===== config.mk =====
export PLATFORM = sky130hd
export DESIGN_NAME = hill_cipher_encrypt
export DESIGN_NICKNAME = d
export VERILOG_FILES = /design/src/hdl/hill_pkg.sv /design/src/hdl/hill_cipher_encrypt.sv
export SDC_FILE = /design/constraint.sdc
export NUM_CORES = 1
export LEC_CHECK = 0
export BUFFER_PORTS_ARGS = -buffer_cell sky130_fd_sc_hd__clkbuf_2
export CORE_ASPECT_RATIO = 1.2
export CORE_MARGIN = 5
export CORE_UTILIZATION = 25
export CTS_BUF_LIST = sky130_fd_sc_hd__clkbuf_4 sky130_fd_sc_hd__clkbuf_8 sky130_fd_sc_hd__clkbuf_16
export DETAILED_ROUTE_END_ITERATION = 16
export GPL_ROUTABILITY_DRIVEN = 0
export HOLD_SLACK_MARGIN = 0.1
export PLACE_DENSITY = 0.45
export REMOVE_ABC_BUFFERS = 1
export SETUP_SLACK_MARGIN = 0.02
export SLEW_MARGIN = 20
export SYNTH_ARGS = -nofsm -noshare
export SYNTH_HDL_FRONTEND = slang
export SYNTH_SLANG_ARGS = --single-unit

===== constraint.sdc =====
create_clock -name i_clk -period 5.85 [get_ports i_clk]
set_input_delay 1.17 -clock i_clk [delete_from_list [all_inputs] [get_ports i_clk]]
set_output_delay 1.17 -clock i_clk [all_outputs]
set_load 0.1 [all_outputs]

===== src/hdl/hill_pkg.sv =====
`timescale 1ns / 1ps
// Shared types and constants for the streaming Hill cipher encryptor.
// No dependencies; imported by hill_cipher_encrypt, hill_chk and the testbench.
package hill_pkg;

    // Field widths fixed by the interface
    localparam int BYTE_W     = 8;
    localparam int SIZE_W     = 3;
    localparam int ROW_W      = 40;
    localparam int VALUE_W    = 19;
    localparam int PROD_W     = 2 * BYTE_W;
    localparam int CFG_IDX_W  = 3;

    // Key matrix storage: five rows of five bytes
    localparam int KEY_ROWS   = 5;
    localparam int KEY_COLS   = 5;

    // Default largest block length
    localparam int DEF_MAX_KEY_SIZE = 5;

    // Largest possible dot product: 5 * 255 * 255
    localparam logic [VALUE_W-1:0] VALUE_MAX = VALUE_W'(325125);

    // Configuration register indexes
    localparam logic [CFG_IDX_W-1:0] CFG_KEY_SIZE  = 3'd0;
    localparam logic [CFG_IDX_W-1:0] CFG_KEY_ROW_0 = 3'd1;
    localparam logic [CFG_IDX_W-1:0] CFG_KEY_ROW_4 = 3'd5;

    typedef logic [SIZE_W-1:0] t_size;
    typedef logic [BYTE_W-1:0] t_byte;

    // Descriptor of a closed block waiting in or leaving the buffer memory
    typedef struct packed {
        logic  bank;
        t_size fill;   // bytes actually received; the rest reads as zero
        t_size len;    // block length N at the time of closing
        logic  last;   // closed by a byte marked last
    } t_blk_desc;

endpackage


===== src/hdl/hill_cipher_encrypt.sv =====
`timescale 1ns / 1ps
// Streaming Hill cipher encryptor: block gathering, key matrix product.
// Depends on hill_pkg.
//
// Message bytes are written one per cycle while o_in_ready is high into a
// two-bank block memory; a block of N bytes (N = key_size, clamped to
// 1..min(MAX_KEY_SIZE,5)) closes when full or at a byte marked last, and zero
// padding is applied on the read side. A closed block is read out of its bank
// into a holding register, then, with the output ready, one column product per
// cycle goes through a product stage and a sum stage into the output register:
// N values per block. Sustained rate with the output ready is one byte in and
// one value out per cycle; the limit is the single holding register, which
// works one column a cycle, so a block closed early by a last byte is taken
// only once the previously closed block has moved out of its memory bank.
// Key and size registers may be rewritten whenever no results are pending.
module hill_cipher_encrypt #(
    parameter int MAX_KEY_SIZE = hill_pkg::DEF_MAX_KEY_SIZE
) (
    input  logic                          i_clk,
    input  logic                          i_rst_n,
    // configuration write port
    input  logic                          i_cfg_we,
    input  logic [hill_pkg::CFG_IDX_W-1:0] i_cfg_index,
    input  logic [hill_pkg::ROW_W-1:0]    i_cfg_data,
    // message byte channel
    input  logic                          i_in_valid,
    output logic                          o_in_ready,
    input  logic [hill_pkg::BYTE_W-1:0]   i_msg_byte,
    input  logic                          i_msg_last,
    // cipher value channel
    output logic                          o_out_valid,
    input  logic                          i_out_ready,
    output logic [hill_pkg::VALUE_W-1:0]  o_cipher_value,
    output logic                          o_out_last
);
    import hill_pkg::*;

    // Usable block length and memory lane index width
    localparam int LIM   = (MAX_KEY_SIZE < KEY_ROWS) ? MAX_KEY_SIZE : KEY_ROWS;
    localparam int POS_W = $clog2(LIM);

    typedef logic [LIM-1:0][BYTE_W-1:0] t_block;

    // Configuration registers
    t_size                 r_key_size;
    logic [ROW_W-1:0]      r_key_row [KEY_ROWS];

    // Block memory: two banks, one byte lane per block position
    t_block                r_mem [2];

    // Writer side
    t_size                 r_fill;
    logic                  r_wr_bank;
    t_size                 blk_len;
    t_size                 wr_pos;
    t_size                 fill_new;
    logic                  closes;
    logic                  in_fire;

    // Closed block waiting in memory
    logic                  r_pend_v;
    t_blk_desc             r_pend;
    t_blk_desc             n_pend;
    logic                  pend_rd;

    // Holding register fed by the memory read port
    logic                  r_blk_v;
    t_block                r_blk_data;
    t_blk_desc             r_blk;
    t_size                 r_col;
    logic                  col_end;

    // Product and sum stages
    logic                  ce;
    logic                  r_prod_v;
    logic                  r_prod_last;
    logic [PROD_W-1:0]     r_prod [LIM];
    logic [VALUE_W-1:0]    prod_sum;
    logic                  r_out_v;
    logic [VALUE_W-1:0]    r_out_value;
    logic                  r_out_last;

    // Configuration register writes
    always_ff @(posedge i_clk) begin
        if (!i_rst_n) begin
            r_key_size <= t_size'(1);
            for (int i = 0; i < KEY_ROWS; i++) begin
                r_key_row[i] <= '0;
            end
        end else if (i_cfg_we) begin
            unique case (i_cfg_index) inside
                CFG_KEY_SIZE: begin
                    r_key_size <= i_cfg_data[SIZE_W-1:0];
                end
                [CFG_KEY_ROW_0:CFG_KEY_ROW_4]: begin
                    r_key_row[i_cfg_index - CFG_KEY_ROW_0] <= i_cfg_data;
                end
                default: begin
                end
            endcase
        end
    end

    // Block length: zero acts as one, large values saturate
    always_comb begin
        if (r_key_size == '0) begin
            blk_len = t_size'(1);
        end else if (r_key_size > t_size'(LIM)) begin
            blk_len = t_size'(LIM);
        end else begin
            blk_len = r_key_size;
        end
    end

    // Write position clamps to the last slot if the size shrank mid-block
    assign wr_pos   = (r_fill >= blk_len) ? blk_len - t_size'(1) : r_fill;
    assign fill_new = wr_pos + t_size'(1);
    assign closes   = (fill_new == blk_len) || i_msg_last;

    // Holding register frees when its last column enters the product stage
    assign ce       = !r_out_v || i_out_ready;
    assign col_end  = (r_col == r_blk.len - t_size'(1));
    assign pend_rd  = r_pend_v && (!r_blk_v || (ce && col_end));

    // A closing byte needs the pending slot free (or emptying this cycle)
    assign o_in_ready = !r_pend_v || pend_rd || !closes;
    assign in_fire    = i_in_valid && o_in_ready;

    always_comb begin
        n_pend.bank = r_wr_bank;
        n_pend.fill = fill_new;
        n_pend.len  = blk_len;
        n_pend.last = i_msg_last;
    end

    // Block memory write and read; the bank being read is never the one
    // being filled, and a closed bank is read no earlier than the cycle after
    // its final write, so no forwarding is needed
    always_ff @(posedge i_clk) begin
        if (in_fire) begin
            r_mem[r_wr_bank][wr_pos[POS_W-1:0]] <= i_msg_byte;
        end
        if (pend_rd) begin
            r_blk_data <= r_mem[r_pend.bank];
        end
    end

    // Writer fill count and bank select
    always_ff @(posedge i_clk) begin
        if (!i_rst_n) begin
            r_fill    <= '0;
            r_wr_bank <= 1'b0;
        end else if (in_fire) begin
            if (closes) begin
                r_fill    <= '0;
                r_wr_bank <= !r_wr_bank;
            end else begin
                r_fill    <= fill_new;
            end
        end
    end

    // Pending closed block
    always_ff @(posedge i_clk) begin
        if (!i_rst_n) begin
            r_pend_v <= 1'b0;
        end else if (in_fire && closes) begin
            r_pend_v <= 1'b1;
        end else if (pend_rd) begin
            r_pend_v <= 1'b0;
        end
    end

    always_ff @(posedge i_clk) begin
        if (in_fire && closes) begin
            r_pend <= n_pend;
        end
    end

    // Holding register control and column counter
    always_ff @(posedge i_clk) begin
        if (!i_rst_n) begin
            r_blk_v <= 1'b0;
            r_col   <= '0;
        end else if (pend_rd) begin
            r_blk_v <= 1'b1;
            r_col   <= '0;
        end else if (ce && r_blk_v) begin
            if (col_end) begin
                r_blk_v <= 1'b0;
                r_col   <= '0;
            end else begin
                r_col   <= r_col + t_size'(1);
            end
        end
    end

    always_ff @(posedge i_clk) begin
        if (pend_rd) begin
            r_blk <= r_pend;
        end
    end

    // Product stage: padded byte times key entry for the current column
    always_ff @(posedge i_clk) begin
        if (!i_rst_n) begin
            r_prod_v <= 1'b0;
        end else if (ce) begin
            r_prod_v <= r_blk_v;
        end
    end

    always_ff @(posedge i_clk) begin
        if (ce) begin
            r_prod_last <= r_blk.last && col_end;
            for (int i = 0; i < LIM; i++) begin
                if (t_size'(i) < r_blk.fill) begin
                    r_prod[i] <= PROD_W'(r_blk_data[i])
                               * PROD_W'(r_key_row[i][r_col*BYTE_W +: BYTE_W]);
                end else begin
                    r_prod[i] <= '0;
                end
            end
        end
    end

    // Sum stage into the output register
    always_comb begin
        prod_sum = '0;
        for (int i = 0; i < LIM; i++) begin
            prod_sum = prod_sum + VALUE_W'(r_prod[i]);
        end
    end

    always_ff @(posedge i_clk) begin
        if (!i_rst_n) begin
            r_out_v <= 1'b0;
        end else if (ce) begin
            r_out_v <= r_prod_v;
        end
    end

    always_ff @(posedge i_clk) begin
        if (ce) begin
            r_out_value <= prod_sum;
            r_out_last  <= r_prod_last;
        end
    end

    assign o_out_valid    = r_out_v;
    assign o_cipher_value = r_out_value;
    assign o_out_last     = r_out_last;

endmodule


# After elaboration in Yosys (flattened, before gate mapping)
# Memories as Yosys holds them, arrays and structs flattened. A register that Yosys moved wholly into a read port is not among the register bits.
# Cells that the tools add are included.
# totals
mem_bits_rw	360
output_inout_bits	22
wordCells	144
mem_count	3
regBits	50
# op_classes
add_sub_neg	9
bitwise_logic	6
reduce_logical	28
n_mux	57
shift	5
order_cmp	11
eq_ne	2
multipliers	5
# mem_list
name	words	word_bits	read_ports	rd_ports_with_merged_regs	write_ports	line	rtl
r_key_row	5	40	5	0	5	hill_cipher_encrypt.sv:46	logic [ROW_W-1:0] r_key_row [KEY_ROWS];
r_mem	2	40	1	1	1	hill_cipher_encrypt.sv:49	t_block r_mem [2];
r_prod	5	16	5	0	5	hill_cipher_encrypt.sv:77	logic [PROD_W-1:0] r_prod [LIM];
# op_table
operator	n
$shiftx 40x7->8	5
$mul 8x8->16	5
$mux 16	5
$mux 40	2
$mux 1	42
$reduce_or 40->1	1
$demux 8 s3	1
$add 18x16->19	1
$add 19x16->19	1
$add 17x16->18	1
$mux 3	6
$add 16x16->17	1
$sub 3x1->3 const B	3
$logic_and 1x1->1	8
$mux 8	1
$add 3x1->3 const B	2
$eq 3x3->1	2
$ge 3x1->1 const B	2
$logic_not 3->1	2
$lt 1x3->1 const A	2
$lt 2x3->1 const A	2
$reduce_and 2->1	3
$reduce_bool 2->1	3
$logic_not 1->1	5
other kinds (9)	17

# Logic depth before layout (Yosys ltp)
# Gate-level depths: netlist of run 1.
# depth
depth_word	13
ltp_mapped	21

# Worst setup path before layout of run 1
# OpenSTA, ideal clock, no wires.
# synth_path
kind	reg2reg
start	register r_col[0]
end	memory r_prod[3][12] in the netlist's numbering, data pin
arrival_ns	5.397
synth_period_minus_slack_ns	5.663
path_slack_ns	0.187
n_path_buf	2
required_time_ns	5.584
path_stages_with_launch	21
setup_time_ns	0.266
cell_sequence	dfxtp_1 buf_2 buf_2 mux4_2 a22oi_1 nor2b_1 fa_1 inv_1 fa_1 inv_1 fa_1 inv_1 fa_1 inv_1 ha_1 o21a_1 a2111o_1 o311a_1 a31oi_1 xor2_1 nor2_1
# synth_rtl
element	line	rtl
from (decl)	hill_cipher_encrypt.sv:70	t_size r_col;
from (signal assigned)	hill_cipher_encrypt.sv:193	r_col <= r_col + t_size'(1);
to (decl)	hill_cipher_encrypt.sv:77	

==> results.md, run 1 <==
* Status: complete, no violations
* Crit start category: register
* # port buffers at between 70 and 80
* Post-DR wirelength/cell at between 15 and 20 um
* Synthesis-stage register bit count at 450
* Min-Delay Endpoint: r_blk[3]
* Post-Synthesis Cell Area at 29,900 um2
* Starting Density at 0.251
* Clock skew at about 0.033 ns
* Die Ht at ~400 um
* Detailed-route via count at 17.7k
* Worst endpoint required time at ~6.2 ns
* Delay-heaviest family, CP: adder cells
* Cell Rows at between 100 and 150
* Clock Tree Root: clkbuf_16
* Crit path cell chain: buf_6 > mux4_2 > a22oi_1 > buf_4 > nand2b_1 > fa_1 > fa_1 > inv_1 > fa_1 > inv_1 > fa_1 > inv_1 > ha_1 > o21a_1 > a2111o_1 > o311a_1 > a31oi_1 > xor2_1 > nor2_1
* Hold_sp: r_pend[3]
* CP peak stage delay at approximately 0.55 ns
* Area growth syn-to-layout at 16.4%
* Critical path's most frequent cell: fa_1
* Fill count at 12.3k
* Reg2Reg Setup Slack at ~0.24 ns
* Cell area after layout at between 30,000 and 40,000 um2
* Most common cell in the netlist: edfxtp_1
* Final Core Density at 0.292
* R2R cell count at 19
* # Max-Cap Violations at 0
* Buf+Inv Stages, Crit Path at 5
* Antenna-violating nets left at 0
* CTS Sinks at between 400 and 500
* Slew Limit Fails at 0
* Yosys top cell area share at 0.422
* R2r endpoint: r_prod[3][12]
* Worst slew pin tran at 1.05 ns
* Slew HR at 0.302
* YS warnings at 0
* Global-route wire length before repair at around 120 mm
* Synth area leaders: edfxtp_1 (42%), fa_1 (15%), ha_1 (8.7%)
* Setup crit end kind: register
* Final nets at between 3k and 4k
* Routed wire length at between 70 and 80 mm
* Clock Path Buffers at 3
* Share of post-route cells with drive strength above 1 at 0.155
* Clock transition at path regs at about 0.06 ns
* DP HPWL at around 60 mm
* Most used DFF post-synth: edfxtp_1
* Fin. Hold Viols at 0
* Setup CP Type: reg -> reg
* CTS tree: built
* RSZ-0062 raised after global routing: no
* Max Clock Freq at about 180 MHz
* Endpoints failing setup at 0
* Top Ports at approximately 80
* Antenna violations before repair at 4
* First-pass DRT Iterations at 5
* Hold WC Path Type: reg -> reg
* Sequential fraction of the synthesis area at 0.442
* Die Wd at 326 um
* Hold buffer count at CTS at 0
* Synth cell types at 76
* Slowest-stage cell, CP: fa_1
* FFs w/ async S/R, synth at 0
* Core box area at 119,000 um2
* Post-synthesis cell count at between 2k and 2.5k
* Syn Area/Cell at around 12 um2
* Iter 0 DRT Violations at between 800 and 900
* Worst skew pair latency at between 0.6 and 0.7 ns
* Vias per std cell at 4.24
* Post-route DRC at 0
* Die Area at 127,000 um2
* Dpl cell area at around 33,000 um2
* CP Max Fanout at 8
* Total CTS buffers at 51
* H-tree depth at 2
* Vias in the first global route at slightly below 20k
* Area leader, netlist: edfxtp_1
* Min cycle time layout at around 5.6 ns
* Largest net degree at the start of global routing at 49
* Final period utilization at 0.959
* Launch point of the worst reg-to-reg path: r_col[0]
* Critical path arrival at between 5 and 6 ns
* GRT Residual Overflow at 0
* Total GRT Usage at 0.124
* Post-synth top cells: edfxtp_1 (420), inv_1 (280), nor2b_1 (272), fa_1 (227), ha_1 (209)
* Post-synth EDFFs at 420
* Hold depth at 0
[worst register-to-register path: stages, from the launching register on]
cell	delay, ns
dfxtp_4	0.41
buf_6	0.19
mux4_2	0.51
a22oi_1	0.16
buf_4	0.21
nand2b_1	0.15
fa_1	0.47
fa_1	0.55
inv_1	0.05
fa_1	0.54
inv_1	0.06
fa_1	0.52
inv_1	0.04
ha_1	0.32
o21a_1	0.13
a2111o_1	0.41
o311a_1	0.15
a31oi_1	0.21
xor2_1	0.19
nor2_1	0.05
[registers in the layout, summed over array words and instances, names as in the netlist]
| name | count |
|---|---|
| r_key_row | 200 |
| r_mem | 80 |
| r_prod | 80 |
| r_blk_data | 40 |
| o_cipher_value | 19 |
| r_pend | 8 |
| r_blk | 7 |
| r_col | 3 |
| r_fill | 3 |
| r_key_size | 3 |
| o_out_last | 1 |
| o_out_valid | 1 |
| r_blk_v | 1 |
| r_pend_v | 1 |
| r_prod_last | 1 |
| r_prod_v | 1 |
| r_wr_bank | 1 |
[how the worst max path moves through the flow]
stage               slack [ns]           from       endpoint  cells past startpoint
finish                    0.24       r_col[0]  r_prod[3][12]                     19
global route              0.03       r_col[0]  r_prod[3][12]                     19
CTS                       0.04  r_key_size[2]     o_in_ready                     15
detailed placement        0.15       r_col[0]  r_prod[2][12]                     18
global placement          0.22       r_col[0]  r_prod[2][12]                     18
floorplan                -2.36       r_col[0]  r_prod[3][12]                     17
[cell families (layout without fill, tap and decap cells)]
logic type / Yosys count / in the layout / share of synthesized area
multiplexers: 85 / 85 / 0.0469
adder cells (fa/ha/maj): 436 / 436 / 0.240
other: 0 / 1 / 0
flip-flops: 450 / 450 / 0.442
buffers and inverters: 343 / 562 / 0.0440
XOR/XNOR: 73 / 73 / 0.0220
AO/OA/AOI/OAI: 242 / 242 / 0.0550
AND/OR/NAND/NOR: 769 / 769 / 0.151
[final cells by class]
type / instances / area [um2] / area share
antenna: 1 / 2.50 / 0.0000719
clock buffer: 69 / 1490 / 0.0427
clock inverter: 27 / 314 / 0.00902
inverter: 282 / 1060 / 0.0305
multi-input combinational: 1605 / 15500 / 0.446
sequential: 450 / 13200 / 0.380
tap: 1551 / 1940 / 0.0558
timing repair buffer: 184 / 1260 / 0.0362
[metal layers]
metal,wire [um],track usage
met1,33000,0.151
met2,41000,0.232
met3,2000,0.0166
met4,1770,0.0289
met5,0,0
[per-stage QoR]
step | worst slack [ns] | instances | hold WS [ns] | setup TNS [ns]
after global routing | 0.0345 | 4168 | 0.428 | 0
after global placement | 0.222 | 4065 | 0.402 | 0
after detailed placement | 0.154 | 4065 | 0.407 | 0
after CTS | 0.0390 | 4161 | 0.421 | 0
after floorplan | -2.36 | 2337 | 0.400 | -96.65
final | 0.239 | 4169 | 0.419 | 0
[cell usage in the layout (no fill, tap or decap), types with 6 or more instances in the layout]
master and instances:
a211oi_1 6, a21o_1 20, a21oi_1 42, a22oi_1 36, a31oi_1 12, and2_1 161, and3_1 44, buf_4 100
clkbuf_16 55, clkbuf_2 77, clkbuf_4 13, clkinv_2 7, dfxtp_1 28, edfxtp_1 420, fa_1 227, ha_1 209
inv_1 279, mux2_2 40, mux4_2 40, nand2_1 46, nand2b_1 80, nor2_1 86, nor2b_1 271, nor3_1 29
nor3b_1 6, o21a_1 16, o21ai_0 46, o21bai_1 14, o31ai_1 7, xnor2_1 43, xor2_1 29
[repair_timing]
item,CTS,global route
pin swaps,0,0
endpoints found under the setup margin,1,13
setup buffers,0,7
gates resized for setup,1,15
Power of run 1 is not shown: default switching activity piles up to over one toggle a cycle in this logic, so the estimate is an artifact.
==> run 2: changes to the inputs <==
Settings changed: CORE_UTILIZATION 25 to 35, PLACE_DENSITY 0.45 to 0.57, SLEW_MARGIN 20 to 40.
==> run 2 against run 1 <==
Effect of this change: non-clock buffer count decreased by 8; via count increased by 2.4%; cell area decreased by 2.1%; die area decreased by 28%; hold slack got worse by 0.00071 ns; critical path depth increased by 1; utilization increased by 11 points; first-iteration DRC count increased by 18%; sequential share of layout area increased by 0.83 points; cell count decreased by 10%; critical path type unchanged; critical endpoint is now r_prod[2][13]; highest routed layer unchanged.
==> results.md, run 2 (synthesis gave the netlist of run 1 again) <==
* Share of post-route cells with drive strength above 1 at 0.148 (-0.00630)
* DP HPWL at 54.8 mm (-9.4%)
* First-pass DRT Iterations at 5 (unchanged)
* Cell Rows at 117 (-16%)
* Clock transition at path regs at 0.06 ns (about the same)
* Largest net degree at the start of global routing at 47 (-4.1%)
* Iter 0 DRT Violations at 1,025 (+18%)
* Max Clock Freq at 178 MHz (-0.19%)
* Setup_tns at 0 ns (unchanged)
* Largest Register: r_key_row
* Worst skew pair latency at 0.63 ns (about the same)
* Placed cells at 3,639 (-10%)
* Antenna-violating nets left at 0 (unchanged)
* Final period utilization at 0.961 (+0.00186)
* Top Ports at 79 (unchanged)
* Clock skew at 0.0685 ns (+0.0351 ns)
* Antenna violations before repair at 2 (-2)
* Most common cell after layout, fill and taps aside: edfxtp_1
* Vias in the first global route at 19.5k (+0.44%)
* Routed wire length at 70.8 mm (-9.0%)
* Hold WC Path Type: reg -> reg
* Status: complete, no violations
* Layout Cells excl Fill at 3,732 (-10%)
* Vias per std cell at 4.85 (+14%)
* Slew Limit Fails at 0 (unchanged)
* Fill count at 7,929 (-36%)
* Die Area at 91,400 um2 (-28%)
* Total CTS buffers at 47 (-7.8%)
* Final nets at 3,055 (-0.39%)
* Clock Path Buffers at 3 (unchanged)
* Crit start category: register
* Core box area at 84,800 um2 (-29%)
* CTS tree: built
* Final Core Density at 0.402 (+0.110)
* Setup CP Type: reg -> reg
* Endpoints failing setup at 0 (unchanged)
* Clock Tree Root: clkbuf_16
* Critical path arrival at 5.92 ns (about the same)
* Fin. Hold Viols at 0 (unchanged)
* Total GRT Usage at 0.156 (+0.0317)
* Min cycle time layout at 5.62 ns (+0.0109 ns)
* Global-route wire length before repair at 113 mm (-7.1%)
* # port buffers at 78 (unchanged)
* Detailed-route via count at 18.1k (+2.4%)
* Area growth syn-to-layout at 14.0%
* CP Max Fanout at 7 (-1)
* Die Wd at 277 um (-15%)
* # Max-Cap Violations at 0 (unchanged)
* Worst endpoint required time at 6.15 ns (-0.02 ns)
* Setup crit end kind: register
* Post-route DRC at 0 (unchanged)
* Slew HR at 0.459 (+0.157)
* Starting Density at 0.353 (+0.102)
* H-tree depth at 2 (unchanged)
* Post-DR wirelength/cell at 19.0 um (+1.7%)
* Worst slew pin tran at 0.808 ns (-0.239 ns)
* Most frequent cells in the layout: edfxtp_1 (420), inv_1 (279), nor2b_1 (271)
* Max FFs per register at 200 (unchanged)
* CTS Sinks at 450 (unchanged)
* GRT Residual Overflow at 0 (unchanged)
* Die Ht at 330 um (-15%)
run 2: through the flow:
stage               setup slack, ns  area [um2]  hold WS [ns]
floorplan                     -2.36       29600         0.400
global placement              0.159       32300         0.401
detailed placement           0.0666       32300         0.407
CTS                          0.0763       33900         0.422
global route              -0.000974       34100         0.431
finish                        0.228       34100         0.419
run 2: worst paths after layout:
| path | start | end | slack (ns) | depth (start not counted) |
|---|---|---|---|---|
| worst max register to register | r_col[0] | r_prod[2][13] | 0.23 | 20 |
| worst min register to register | r_pend[0] | r_blk[0] | 0.42 | 0 |
| worst max-delay path | r_col[0] | r_prod[2][13] | 0.23 | 20 |
| worst min-delay path | r_pend[0] | r_blk[0] | 0.42 | 0 |
run 2: layout make-up:
cell class / count / area (um2) / share of cell area
Clock inverter: 27 / 319 / 0.00937
Antenna cell: 2 / 5.00 / 0.000147
Timing Repair Buffer: 176 / 1210 / 0.0355
Tap cell: 1130 / 1410 / 0.0415
Inverter: 282 / 1060 / 0.0311
Multi-Input combinational cell: 1605 / 15500 / 0.456
Clock buffer: 60 / 1320 / 0.0388
Sequential cell: 450 / 13200 / 0.388
run 2: worst max-delay path: stages, from the launching register on:
cell	delay, ns
dfxtp_2	0.39
buf_4	0.22
mux4_2	0.50
a22oi_1	0.31
buf_4	0.23
nor2b_1	0.08
fa_1	0.43
inv_1	0.09
fa_1	0.44
fa_1	0.51
fa_1	0.49
inv_1	0.04
ha_1	0.28
buf_4	0.15
o21ai_0	0.12
a21oi_1	0.14
o41ai_1	0.38
buf_4	0.19
o21bai_1	0.08
xnor2_1	0.15
nor2_1	0.05
run 2: metal layers:
| layer | share of wire | vias up | track usage |
|---|---|---|---|
| li1 | - | 8524 | - |
| met4 | 0.029 | 0 | 0.0437 |
| met1 | 0.43 | 9181 | 0.198 |
| met2 | 0.51 | 312 | 0.283 |
| met3 | 0.034 | 86 | 0.0177 |
| met5 | 0 | - | 0 |
run 2: what timing repair did:
action	in CTS	in global routing
resized for setup	2	15
endpoints found under the setup margin	5	21
hold buffers	0	0
buffers inserted	0	2
Power of run 2 is left out for the same reason.
